[config.mk]
export PLATFORM = sky130hd
export DESIGN_NAME = ring_resource_arbiter
export DESIGN_NICKNAME = d
export VERILOG_FILES = /design/src/rtl/core/rra_pkg.sv /design/src/rtl/core/rra_opq.sv /design/src/rtl/core/rra_front.sv /design/src/rtl/core/rra_back.sv /design/src/rtl/core/ring_resource_arbiter.sv
export SDC_FILE = /design/constraint.sdc
export NUM_CORES = 1
export LEC_CHECK = 0
export BUFFER_PORTS_ARGS = -buffer_cell sky130_fd_sc_hd__buf_4
export CAP_MARGIN = 30
export CORE_MARGIN = 4
export CORE_UTILIZATION = 40
export CTS_CLUSTER_DIAMETER = 200
export CTS_CLUSTER_SIZE = 25
export DETAILED_ROUTE_END_ITERATION = 8
export HOLD_SLACK_MARGIN = 0.15
export PLACE_DENSITY = 0.66
export REMOVE_ABC_BUFFERS = 1
export SYNTH_ARGS = -nofsm -noshare
export SYNTH_HDL_FRONTEND = slang
export SYNTH_SLANG_ARGS = --single-unit
export TNS_END_PERCENT = 100
[constraint.sdc]
create_clock -name clk -period 3.72 [get_ports clk]
set_input_delay 0.186 -clock clk [delete_from_list [all_inputs] [get_ports clk]]
set_output_delay 0.186 -clock clk [all_outputs]
set_load 0.03 [all_outputs]
[src/rtl/core/rra_pkg.sv]
`default_nettype none

package rra_pkg;

    localparam int DEF_MAX_SEATS = 16;
    localparam int MIN_SEATS     = 2;
    localparam int SEAT_W        = 4;
    localparam int COUNT_W       = 5;
    localparam int OPQ_DEPTH     = 2;

    localparam logic [COUNT_W-1:0] COUNT_RESET = 5'd5;

    localparam logic MODE_TAKE    = 1'b0;
    localparam logic MODE_RELEASE = 1'b1;

endpackage

`default_nettype wire

[src/rtl/core/rra_opq.sv]
`default_nettype none

module rra_opq
    import rra_pkg::*;
#(
    parameter int WIDTH = 8,
    parameter int DEPTH = OPQ_DEPTH
)
(
    input  wire logic             clk,
    input  wire logic             rst_n,
    input  wire logic             push,
    input  wire logic [WIDTH-1:0] push_data,
    output logic                  full,
    input  wire logic             pop,
    output logic                  empty,
    output logic [WIDTH-1:0]      pop_data
);

    localparam int PTR_W = (DEPTH > 1) ? $clog2(DEPTH) : 1;
    localparam int CNT_W = $clog2(DEPTH + 1);

    logic [WIDTH-1:0] slot_reg [DEPTH];
    logic [PTR_W-1:0] wr_ptr_reg, wr_ptr_next;
    logic [PTR_W-1:0] rd_ptr_reg, rd_ptr_next;
    logic [CNT_W-1:0] cnt_reg, cnt_next;
    logic             do_push;
    logic             do_pop;

    assign full     = (cnt_reg == CNT_W'(DEPTH));
    assign empty    = (cnt_reg == '0);
    assign do_push  = push && !full;
    assign do_pop   = pop && !empty;
    assign pop_data = slot_reg[rd_ptr_reg];

    always_comb
    begin
        wr_ptr_next = wr_ptr_reg;
        rd_ptr_next = rd_ptr_reg;
        cnt_next    = cnt_reg;
        if (do_push)
        begin
            wr_ptr_next = (wr_ptr_reg == PTR_W'(DEPTH - 1)) ? '0 : wr_ptr_reg + PTR_W'(1);
        end
        if (do_pop)
        begin
            rd_ptr_next = (rd_ptr_reg == PTR_W'(DEPTH - 1)) ? '0 : rd_ptr_reg + PTR_W'(1);
        end
        if (do_push && !do_pop)
        begin
            cnt_next = cnt_reg + CNT_W'(1);
        end
        else if (do_pop && !do_push)
        begin
            cnt_next = cnt_reg - CNT_W'(1);
        end
    end

    always_ff @(posedge clk or negedge rst_n)
    begin
        if (!rst_n)
        begin
            wr_ptr_reg <= '0;
            rd_ptr_reg <= '0;
            cnt_reg    <= '0;
        end
        else
        begin
            wr_ptr_reg <= wr_ptr_next;
            rd_ptr_reg <= rd_ptr_next;
            cnt_reg    <= cnt_next;
        end
    end

    always_ff @(posedge clk)
    begin
        if (do_push)
        begin
            slot_reg[wr_ptr_reg] <= push_data;
        end
    end

endmodule

`default_nettype wire

[src/rtl/core/rra_front.sv]
`default_nettype none

module rra_front
    import rra_pkg::*;
#(
    parameter int MAX_SEATS = DEF_MAX_SEATS,
    parameter int IDX_W     = $clog2(MAX_SEATS),
    parameter int OP_W      = 1 + 4 * IDX_W
)
(
    input  wire logic               in_valid,
    output logic                    in_stall,
    input  wire logic               mode,
    input  wire logic [SEAT_W-1:0]  seat_index,
    input  wire logic [COUNT_W-1:0] seat_count,
    input  wire logic               q_full,
    output logic                    q_push,
    output logic [OP_W-1:0]         q_data
);

    localparam int RING_W = $clog2(MAX_SEATS + 1);
    localparam int CMP_W  = (RING_W > COUNT_W) ? RING_W : COUNT_W;

    logic [CMP_W-1:0] cnt_ext;
    logic [CMP_W-1:0] ring_n;
    logic             in_range;
    logic [IDX_W-1:0] nm1;
    logic [IDX_W-1:0] seat_i;
    logic [IDX_W-1:0] lft;
    logic [IDX_W-1:0] rgt;

    assign cnt_ext = CMP_W'(seat_count);

    // clamp the ring size to what is built
    always_comb
    begin
        priority if (cnt_ext < CMP_W'(MIN_SEATS))
        begin
            ring_n = CMP_W'(MIN_SEATS);
        end
        else if (cnt_ext > CMP_W'(MAX_SEATS))
        begin
            ring_n = CMP_W'(MAX_SEATS);
        end
        else
        begin
            ring_n = cnt_ext;
        end
    end

    assign in_range = (CMP_W'(seat_index) < ring_n);
    assign nm1      = IDX_W'(ring_n - CMP_W'(1));
    assign seat_i   = IDX_W'(seat_index);
    assign lft      = (seat_i == '0) ? nm1 : seat_i - IDX_W'(1);
    assign rgt      = (seat_i == nm1) ? '0 : seat_i + IDX_W'(1);

    // out-of-range beats are taken and dropped here
    assign in_stall = q_full;
    assign q_push   = in_valid && !q_full && in_range;
    assign q_data   = {mode, seat_i, lft, rgt, nm1};

endmodule

`default_nettype wire

[src/rtl/core/rra_back.sv]
`default_nettype none

module rra_back
    import rra_pkg::*;
#(
    parameter int MAX_SEATS = DEF_MAX_SEATS,
    parameter int IDX_W     = $clog2(MAX_SEATS),
    parameter int OP_W      = 1 + 4 * IDX_W
)
(
    input  wire logic              clk,
    input  wire logic              rst_n,
    input  wire logic              op_valid,
    input  wire logic [OP_W-1:0]   op_data,
    output logic                   op_pop,
    output logic                   out_valid,
    input  wire logic              out_stall,
    output logic [SEAT_W-1:0]      granted_seat,
    output logic                   last
);

    typedef enum logic [1:0] {
        BK_IDLE  = 2'b01,
        BK_RIGHT = 2'b10
    } bk_state_t;

    bk_state_t            state_reg, state_next;
    logic [MAX_SEATS-1:0] hungry_reg, hungry_next;
    logic [MAX_SEATS-1:0] eat_reg, eat_next;
    logic [1:0]           out_cnt_reg, out_cnt_next;
    logic                 head_reg, head_next;
    logic                 g0_reg, g0_next;
    logic [IDX_W-1:0]     lft_reg, lft_next;
    logic [IDX_W-1:0]     rgt_reg, rgt_next;
    logic [IDX_W-1:0]     nm1_reg, nm1_next;
    logic [IDX_W-1:0]     buf_seat_reg [2];
    logic [IDX_W-1:0]     buf_seat_next [2];
    logic                 buf_last_reg [2];
    logic                 buf_last_next [2];

    logic                 op_rel;
    logic [IDX_W-1:0]     op_seat;
    logic [IDX_W-1:0]     op_lft;
    logic [IDX_W-1:0]     op_rgt;
    logic [IDX_W-1:0]     op_nm1;
    logic [MAX_SEATS-1:0] seat_oh;
    logic [MAX_SEATS-1:0] hv_take;
    logic [MAX_SEATS-1:0] ev_take;
    logic [MAX_SEATS-1:0] hv_rel;
    logic [MAX_SEATS-1:0] ev_rel;
    logic [MAX_SEATS-1:0] g_take;
    logic [MAX_SEATS-1:0] g_rel;
    logic [MAX_SEATS-1:0] g_cur;
    logic [MAX_SEATS-1:0] lft_oh;
    logic [MAX_SEATS-1:0] rgt_oh;
    logic                 start;

    // one cell per seat: hungry and neither neighbor eating
    function automatic logic [MAX_SEATS-1:0] grantable(
        input logic [MAX_SEATS-1:0] hv,
        input logic [MAX_SEATS-1:0] ev,
        input logic [IDX_W-1:0]     nm1
    );
        logic [MAX_SEATS-1:0] g;
        logic                 le;
        logic                 re;
        for (int k = 0; k < MAX_SEATS; k++)
        begin
            le   = (k == 0) ? ev[nm1] : ev[(k + MAX_SEATS - 1) % MAX_SEATS];
            re   = (IDX_W'(k) == nm1) ? ev[0] : ev[(k + 1) % MAX_SEATS];
            g[k] = hv[k] && !le && !re;
        end
        return g;
    endfunction

    assign op_rel  = op_data[OP_W-1];
    assign op_seat = op_data[4*IDX_W-1 -: IDX_W];
    assign op_lft  = op_data[3*IDX_W-1 -: IDX_W];
    assign op_rgt  = op_data[2*IDX_W-1 -: IDX_W];
    assign op_nm1  = op_data[IDX_W-1:0];

    assign seat_oh = MAX_SEATS'(1) << op_seat;
    assign lft_oh  = MAX_SEATS'(1) << op_lft;
    assign rgt_oh  = MAX_SEATS'(1) << rgt_reg;

    assign hv_take = hungry_reg | seat_oh;
    assign ev_take = eat_reg & ~seat_oh;
    assign hv_rel  = hungry_reg & ~seat_oh;
    assign ev_rel  = eat_reg & ~seat_oh;
    assign g_take  = grantable(hv_take, ev_take, op_nm1);
    assign g_rel   = grantable(hv_rel, ev_rel, op_nm1);
    assign g_cur   = grantable(hungry_reg, eat_reg, nm1_reg);

    // next op starts only once the result buffer has drained
    assign start  = (state_reg == BK_IDLE) && op_valid && (out_cnt_reg == 2'd0);
    assign op_pop = start;

    assign out_valid    = (out_cnt_reg != 2'd0);
    assign granted_seat = SEAT_W'(buf_seat_reg[head_reg]);
    assign last         = buf_last_reg[head_reg];

    always_comb
    begin
        state_next       = state_reg;
        hungry_next      = hungry_reg;
        eat_next         = eat_reg;
        out_cnt_next     = out_cnt_reg;
        head_next        = head_reg;
        g0_next          = g0_reg;
        lft_next         = lft_reg;
        rgt_next         = rgt_reg;
        nm1_next         = nm1_reg;
        buf_seat_next[0] = buf_seat_reg[0];
        buf_seat_next[1] = buf_seat_reg[1];
        buf_last_next[0] = buf_last_reg[0];
        buf_last_next[1] = buf_last_reg[1];

        if (out_valid && !out_stall)
        begin
            head_next    = !head_reg;
            out_cnt_next = out_cnt_reg - 2'd1;
        end

        unique case (state_reg)
            BK_IDLE:
            begin
                if (start)
                begin
                    if (op_rel == MODE_RELEASE)
                    begin
                        hungry_next = hv_rel;
                        eat_next    = ev_rel;
                        if (g_rel[op_lft])
                        begin
                            hungry_next = hv_rel & ~lft_oh;
                            eat_next    = ev_rel | lft_oh;
                        end
                        g0_next    = g_rel[op_lft];
                        lft_next   = op_lft;
                        rgt_next   = op_rgt;
                        nm1_next   = op_nm1;
                        state_next = BK_RIGHT;
                    end
                    else if (g_take[op_seat])
                    begin
                        hungry_next      = hv_take & ~seat_oh;
                        eat_next         = ev_take | seat_oh;
                        buf_seat_next[0] = op_seat;
                        buf_last_next[0] = 1'b1;
                        out_cnt_next     = 2'd1;
                        head_next        = 1'b0;
                    end
                    else
                    begin
                        hungry_next = hv_take;
                        eat_next    = ev_take;
                    end
                end
            end
            BK_RIGHT:
            begin
                // right test sees the left grant already in place
                if (g_cur[rgt_reg])
                begin
                    hungry_next = hungry_reg & ~rgt_oh;
                    eat_next    = eat_reg | rgt_oh;
                end
                head_next = 1'b0;
                priority if (g0_reg && g_cur[rgt_reg])
                begin
                    buf_seat_next[0] = lft_reg;
                    buf_last_next[0] = 1'b0;
                    buf_seat_next[1] = rgt_reg;
                    buf_last_next[1] = 1'b1;
                    out_cnt_next     = 2'd2;
                end
                else if (g0_reg)
                begin
                    buf_seat_next[0] = lft_reg;
                    buf_last_next[0] = 1'b1;
                    out_cnt_next     = 2'd1;
                end
                else if (g_cur[rgt_reg])
                begin
                    buf_seat_next[0] = rgt_reg;
                    buf_last_next[0] = 1'b1;
                    out_cnt_next     = 2'd1;
                end
                else
                begin
                    out_cnt_next = 2'd0;
                end
                state_next = BK_IDLE;
            end
            default:
            begin
                state_next = BK_IDLE;
            end
        endcase
    end

    always_ff @(posedge clk or negedge rst_n)
    begin
        if (!rst_n)
        begin
            state_reg   <= BK_IDLE;
            hungry_reg  <= '0;
            eat_reg     <= '0;
            out_cnt_reg <= 2'd0;
            head_reg    <= 1'b0;
        end
        else
        begin
            state_reg   <= state_next;
            hungry_reg  <= hungry_next;
            eat_reg     <= eat_next;
            out_cnt_reg <= out_cnt_next;
            head_reg    <= head_next;
        end
    end

    always_ff @(posedge clk)
    begin
        g0_reg          <= g0_next;
        lft_reg         <= lft_next;
        rgt_reg         <= rgt_next;
        nm1_reg         <= nm1_next;
        buf_seat_reg[0] <= buf_seat_next[0];
        buf_seat_reg[1] <= buf_seat_next[1];
        buf_last_reg[0] <= buf_last_next[0];
        buf_last_reg[1] <= buf_last_next[1];
    end

endmodule

`default_nettype wire

[src/rtl/core/ring_resource_arbiter.sv]
// Channel   Direction  Handshake             Payload
// in        input      in_valid / in_stall   mode, seat_index
// out       output     out_valid / out_stall granted_seat, last
// cfg       input      seat_count_we         seat_count
//
// A take is done in BK_IDLE; a release adds BK_RIGHT (left test, then right test).
// Results sit in a 2-beat output buffer; the back end starts the next op only once
// that buffer has drained, so no new item starts until the last one's beats are out.
// The 2-entry op queue takes beats until full while the back end works or out stalls.
// Reset clears all seats to thinking at once; there is no clearing pass.
`default_nettype none

module ring_resource_arbiter
    import rra_pkg::*;
#(
    parameter int MAX_SEATS = DEF_MAX_SEATS
)
(
    input  wire logic               clk,
    input  wire logic               rst_n,
    input  wire logic               in_valid,
    output logic                    in_stall,
    input  wire logic               mode,
    input  wire logic [SEAT_W-1:0]  seat_index,
    input  wire logic               seat_count_we,
    input  wire logic [COUNT_W-1:0] seat_count,
    output logic                    out_valid,
    input  wire logic               out_stall,
    output logic [SEAT_W-1:0]       granted_seat,
    output logic                    last
);

    localparam int IDX_W = $clog2(MAX_SEATS);
    localparam int OP_W  = 1 + 4 * IDX_W;

    logic [COUNT_W-1:0] seat_count_reg;
    logic               q_full;
    logic               q_push;
    logic               q_empty;
    logic               q_pop;
    logic [OP_W-1:0]    q_wdata;
    logic [OP_W-1:0]    q_rdata;

    always_ff @(posedge clk or negedge rst_n)
    begin
        if (!rst_n)
        begin
            seat_count_reg <= COUNT_RESET;
        end
        else if (seat_count_we)
        begin
            seat_count_reg <= seat_count;
        end
    end

    rra_front #(
        .MAX_SEATS (MAX_SEATS),
        .IDX_W     (IDX_W),
        .OP_W      (OP_W)
    ) u_front (
        .in_valid   (in_valid),
        .in_stall   (in_stall),
        .mode       (mode),
        .seat_index (seat_index),
        .seat_count (seat_count_reg),
        .q_full     (q_full),
        .q_push     (q_push),
        .q_data     (q_wdata)
    );

    rra_opq #(
        .WIDTH (OP_W),
        .DEPTH (OPQ_DEPTH)
    ) u_opq (
        .clk       (clk),
        .rst_n     (rst_n),
        .push      (q_push),
        .push_data (q_wdata),
        .full      (q_full),
        .pop       (q_pop),
        .empty     (q_empty),
        .pop_data  (q_rdata)
    );

    rra_back #(
        .MAX_SEATS (MAX_SEATS),
        .IDX_W     (IDX_W),
        .OP_W      (OP_W)
    ) u_back (
        .clk          (clk),
        .rst_n        (rst_n),
        .op_valid     (!q_empty),
        .op_data      (q_rdata),
        .op_pop       (q_pop),
        .out_valid    (out_valid),
        .out_stall    (out_stall),
        .granted_seat (granted_seat),
        .last         (last)
    );

endmodule

`default_nettype wire

==> flow_summary.yaml <==
run_status:
  status: "finished, final reports clean"
setup_path:
  worstSetupStartpointType: "flip-flop"
  worstPathArrival_ps: 3550
  required_ps: 3730
  critPathMaxFanout: 5
  r2r_cells: 11
  cp-end-kind: "flip-flop"
  crit_type: "reg -> reg"
finish:
  area_growth_pct: 18.9
  mostFrequentLayoutCell: "buf_4"
  final_util_pct: 49.2
  fin_cells: 1125
  final_nets: 919
  n_antenna_cell: 0
  drive_gt1_share_pct: 24.7
  layout_common_cells: "buf_4 (117), nand2_1 (67), edfxtp_1 (56)"
grt:
  antenna_found_initial: 1
  track_usage_pct: 25.1
  grt_max_degree: 47
  grt_overflow: 0
  grt_pass1_wl_microns: 41200
  grt_pass1_vias: 6805
route:
  drc_errors: 0
  topRoutingLayerUsed: "met5"
  drt-met1-wl_microns: 11300
  wirelength_microns: 27000
  drt_pass1_iterations: 6
  ant_nets: 0
  avgRoutedWirePerCell_microns: 24.0
  first_iter_violations: 824
  vias: 7088
  met2_length_microns: 11900
  wl_met3_microns: 2480
  viasPerCell: 6.30
synth:
  synth_compound_area_share_pct: 25.0
  synthFlopType: "edfxtp_1"
  synthAdderAreaFrac_pct: 2.15
  synth_top_family_by_area: "compound AO/OA/AOI/OAI gates"
  post_synth_and_or_nand_nor_area_fraction_pct: 21.6
  synth_seq_cells: 103
  synth_enable_flop_cells: 56
  avgSynthCellArea_sq_um: 9.44
  synthCells: 800
  synthArstFlopShare_pct: 44.7
  yosysWarnings: 0
  synth.area.mux_share_pct: 7.09
  ys_seq_area_share_pct: 37.8
  syn_area_sq_mm: 0.00755
  synthDistinctLibCells: 85
  synth-xor-area-share_pct: 1.51
clocking:
  ctsRootBufferMaster: "clkbuf_16"
  clkTransAtPathRegs_ps: 70
  cts_htree_levels: 3
  numCtsBuffers: 9
  clk_latency_ps: 370
  clock-sinks: 103
  cts_tree: "yes"
  cts_buffer_depth: 2
power_and_ir_drop:
  pwr-share-seq_pct: 29.0
  vdd_drop_max_v: 0.000300
  power_frac_clock_pct: 14.4
  intPower_w: 0.00373
  powerDensity_mw_per_mm2: 788
  total_power_w: 0.00708
  leakagePower_nw: 3.57
  p_sw_w: 0.00335
  switching_share_pct: 47.3
  combPwrFrac_pct: 56.6
sta:
  hold_violations: 0
  fmax_ghz: 0.283
  tightest_slew_ps: 866
  final-setup-viol-count: 0
  slew_violations: 0
  fin_skew_ps: 13.0
  max_slew_margin_pct: 42.3
  period_needed_ps: 3540
  tns_ps: 0
  rsz0062_at_grt: "false"
  period_share_pct: 95.1
worst_hold_path:
  whs_path_depth: 3
  worstHoldPathType: "in -> reg"
placed_design:
  finalWeightedCongestion: 1.04
  port_buffers: 21
  hpwl_microns: 20900
  dp.cells: 1093
floorplan:
  core_sq_mm: 0.0183
  rows: 49
  ios: 22
  initial_core_util_pct: 41.3
  die_w_microns: 145
  die_area_sq_mm: 0.0211
  die_h_microns: 145
flow_run:
  drv_cap: 0
worst paths after layout:
path / start / endpoint / slack, ps
max in group asynchronous: rst_n / u_opq.rd_ptr_reg$_DFFE_PN0P_ / 2850
hold / removal: in_valid / u_opq.wr_ptr_reg$_DFFE_PN0P_ / 210
min in group asynchronous: rst_n / async pin / 390
setup reg to reg: u_back.nm1_reg[2]$_DFFE_PP_ / u_back.buf_seat_reg[0][0]$_DFFE_PP_ / 180
setup / recovery: u_back.nm1_reg[2]$_DFFE_PP_ / u_back.buf_seat_reg[0][0]$_DFFE_PP_ / 180
hold reg to reg: u_back.buf_last_reg[1]$_DFF_P_ / u_back.buf_last_reg[1]$_DFF_P_ / 440
power by group through the flow:
stage	Combinational [W]	Clock, W	Sequential [W]
detailed placement	0.00385	0	0.00205
global route	0.00426	0.00109	0.00208
CTS	0.00388	0.00104	0.00203
global placement	0.00385	0	0.00205
finish	0.00400	0.00102	0.00205
floorplan	0.00221	0	0.00200
Yosys cell counts, drive strengths merged, types with 14 or more instances:
cell type   n  area, sq um
a21oi      41          205
buf        21          138
clkbuf     33          124
dfrtp      43         1080
edfxtp     56         1680
inv        27          101
mux2       22          248
mux2i      22          220
nand2      69          269
nand3      41          205
nor2       51          191
nor3       17         95.1
nor3b      17          170
o211ai     25          203
o21ai      44          224
o22ai      26          251
or2        14         87.6
logic make-up (layout without fill, tap and decap cells):
| group | Yosys count | in the layout |
|---|---|---|
| xor+xnor | 13 | 13 |
| fa+ha+maj | 13 | 13 |
| compound gates | 250 | 250 |
| mux | 47 | 47 |
| flops | 103 | 103 |
| buf+inv | 81 | 177 |
| simple gates | 293 | 293 |
routing by layer:
metal	track usage (%)	vias up
li1	-	3264
met1	34.6	3336
met2	38.2	389
met3	4.67	97
met4	11.9	2
met5	0	-
timing repair:
action / CTS / global route
setup endpoints to repair: 0 / 9
buffers inserted: 0 / 0
hold buffers: 16 / 0
hold endpoints to repair: 58 / 0
gates resized for setup: 0 / 2
worst max-delay path: stages (launching register included):
cell	delay, ps
edfxtp_1	460
nor4bb_1	330
mux2_2	380
o311a_1	300
a2111oi_2	430
nor3_1	100
a21oi_1	250
buf_4	170
inv_1	40
ha_1	170
nor2b_1	130
a221oi_2	440
per-stage QoR:
| stage | setup WS (ps) | cell area [sq um] | hold WS (ps) |
|---|---|---|---|
| floorplan | -497 | 7290 | -110 |
| global placement | 43.6 | 8480 | 249 |
| detailed placement | 10.9 | 8480 | 259 |
| CTS | 3.39 | 8970 | 211 |
| global route | 11.1 | 8980 | 235 |
| finish | 181 | 8980 | 215 |
area by class of cell:
type / instances / area [sq um]
Clock buffer: 9 / 225
Clock inverter: 7 / 101
Fill cell: 1763 / 9290
Inverter: 27 / 101
Multi-Input combinational cell: 616 / 4350
Sequential cell: 103 / 2860
Tap cell: 229 / 287
Timing Repair Buffer: 134 / 1060
(Power assumes the default switching activity.)
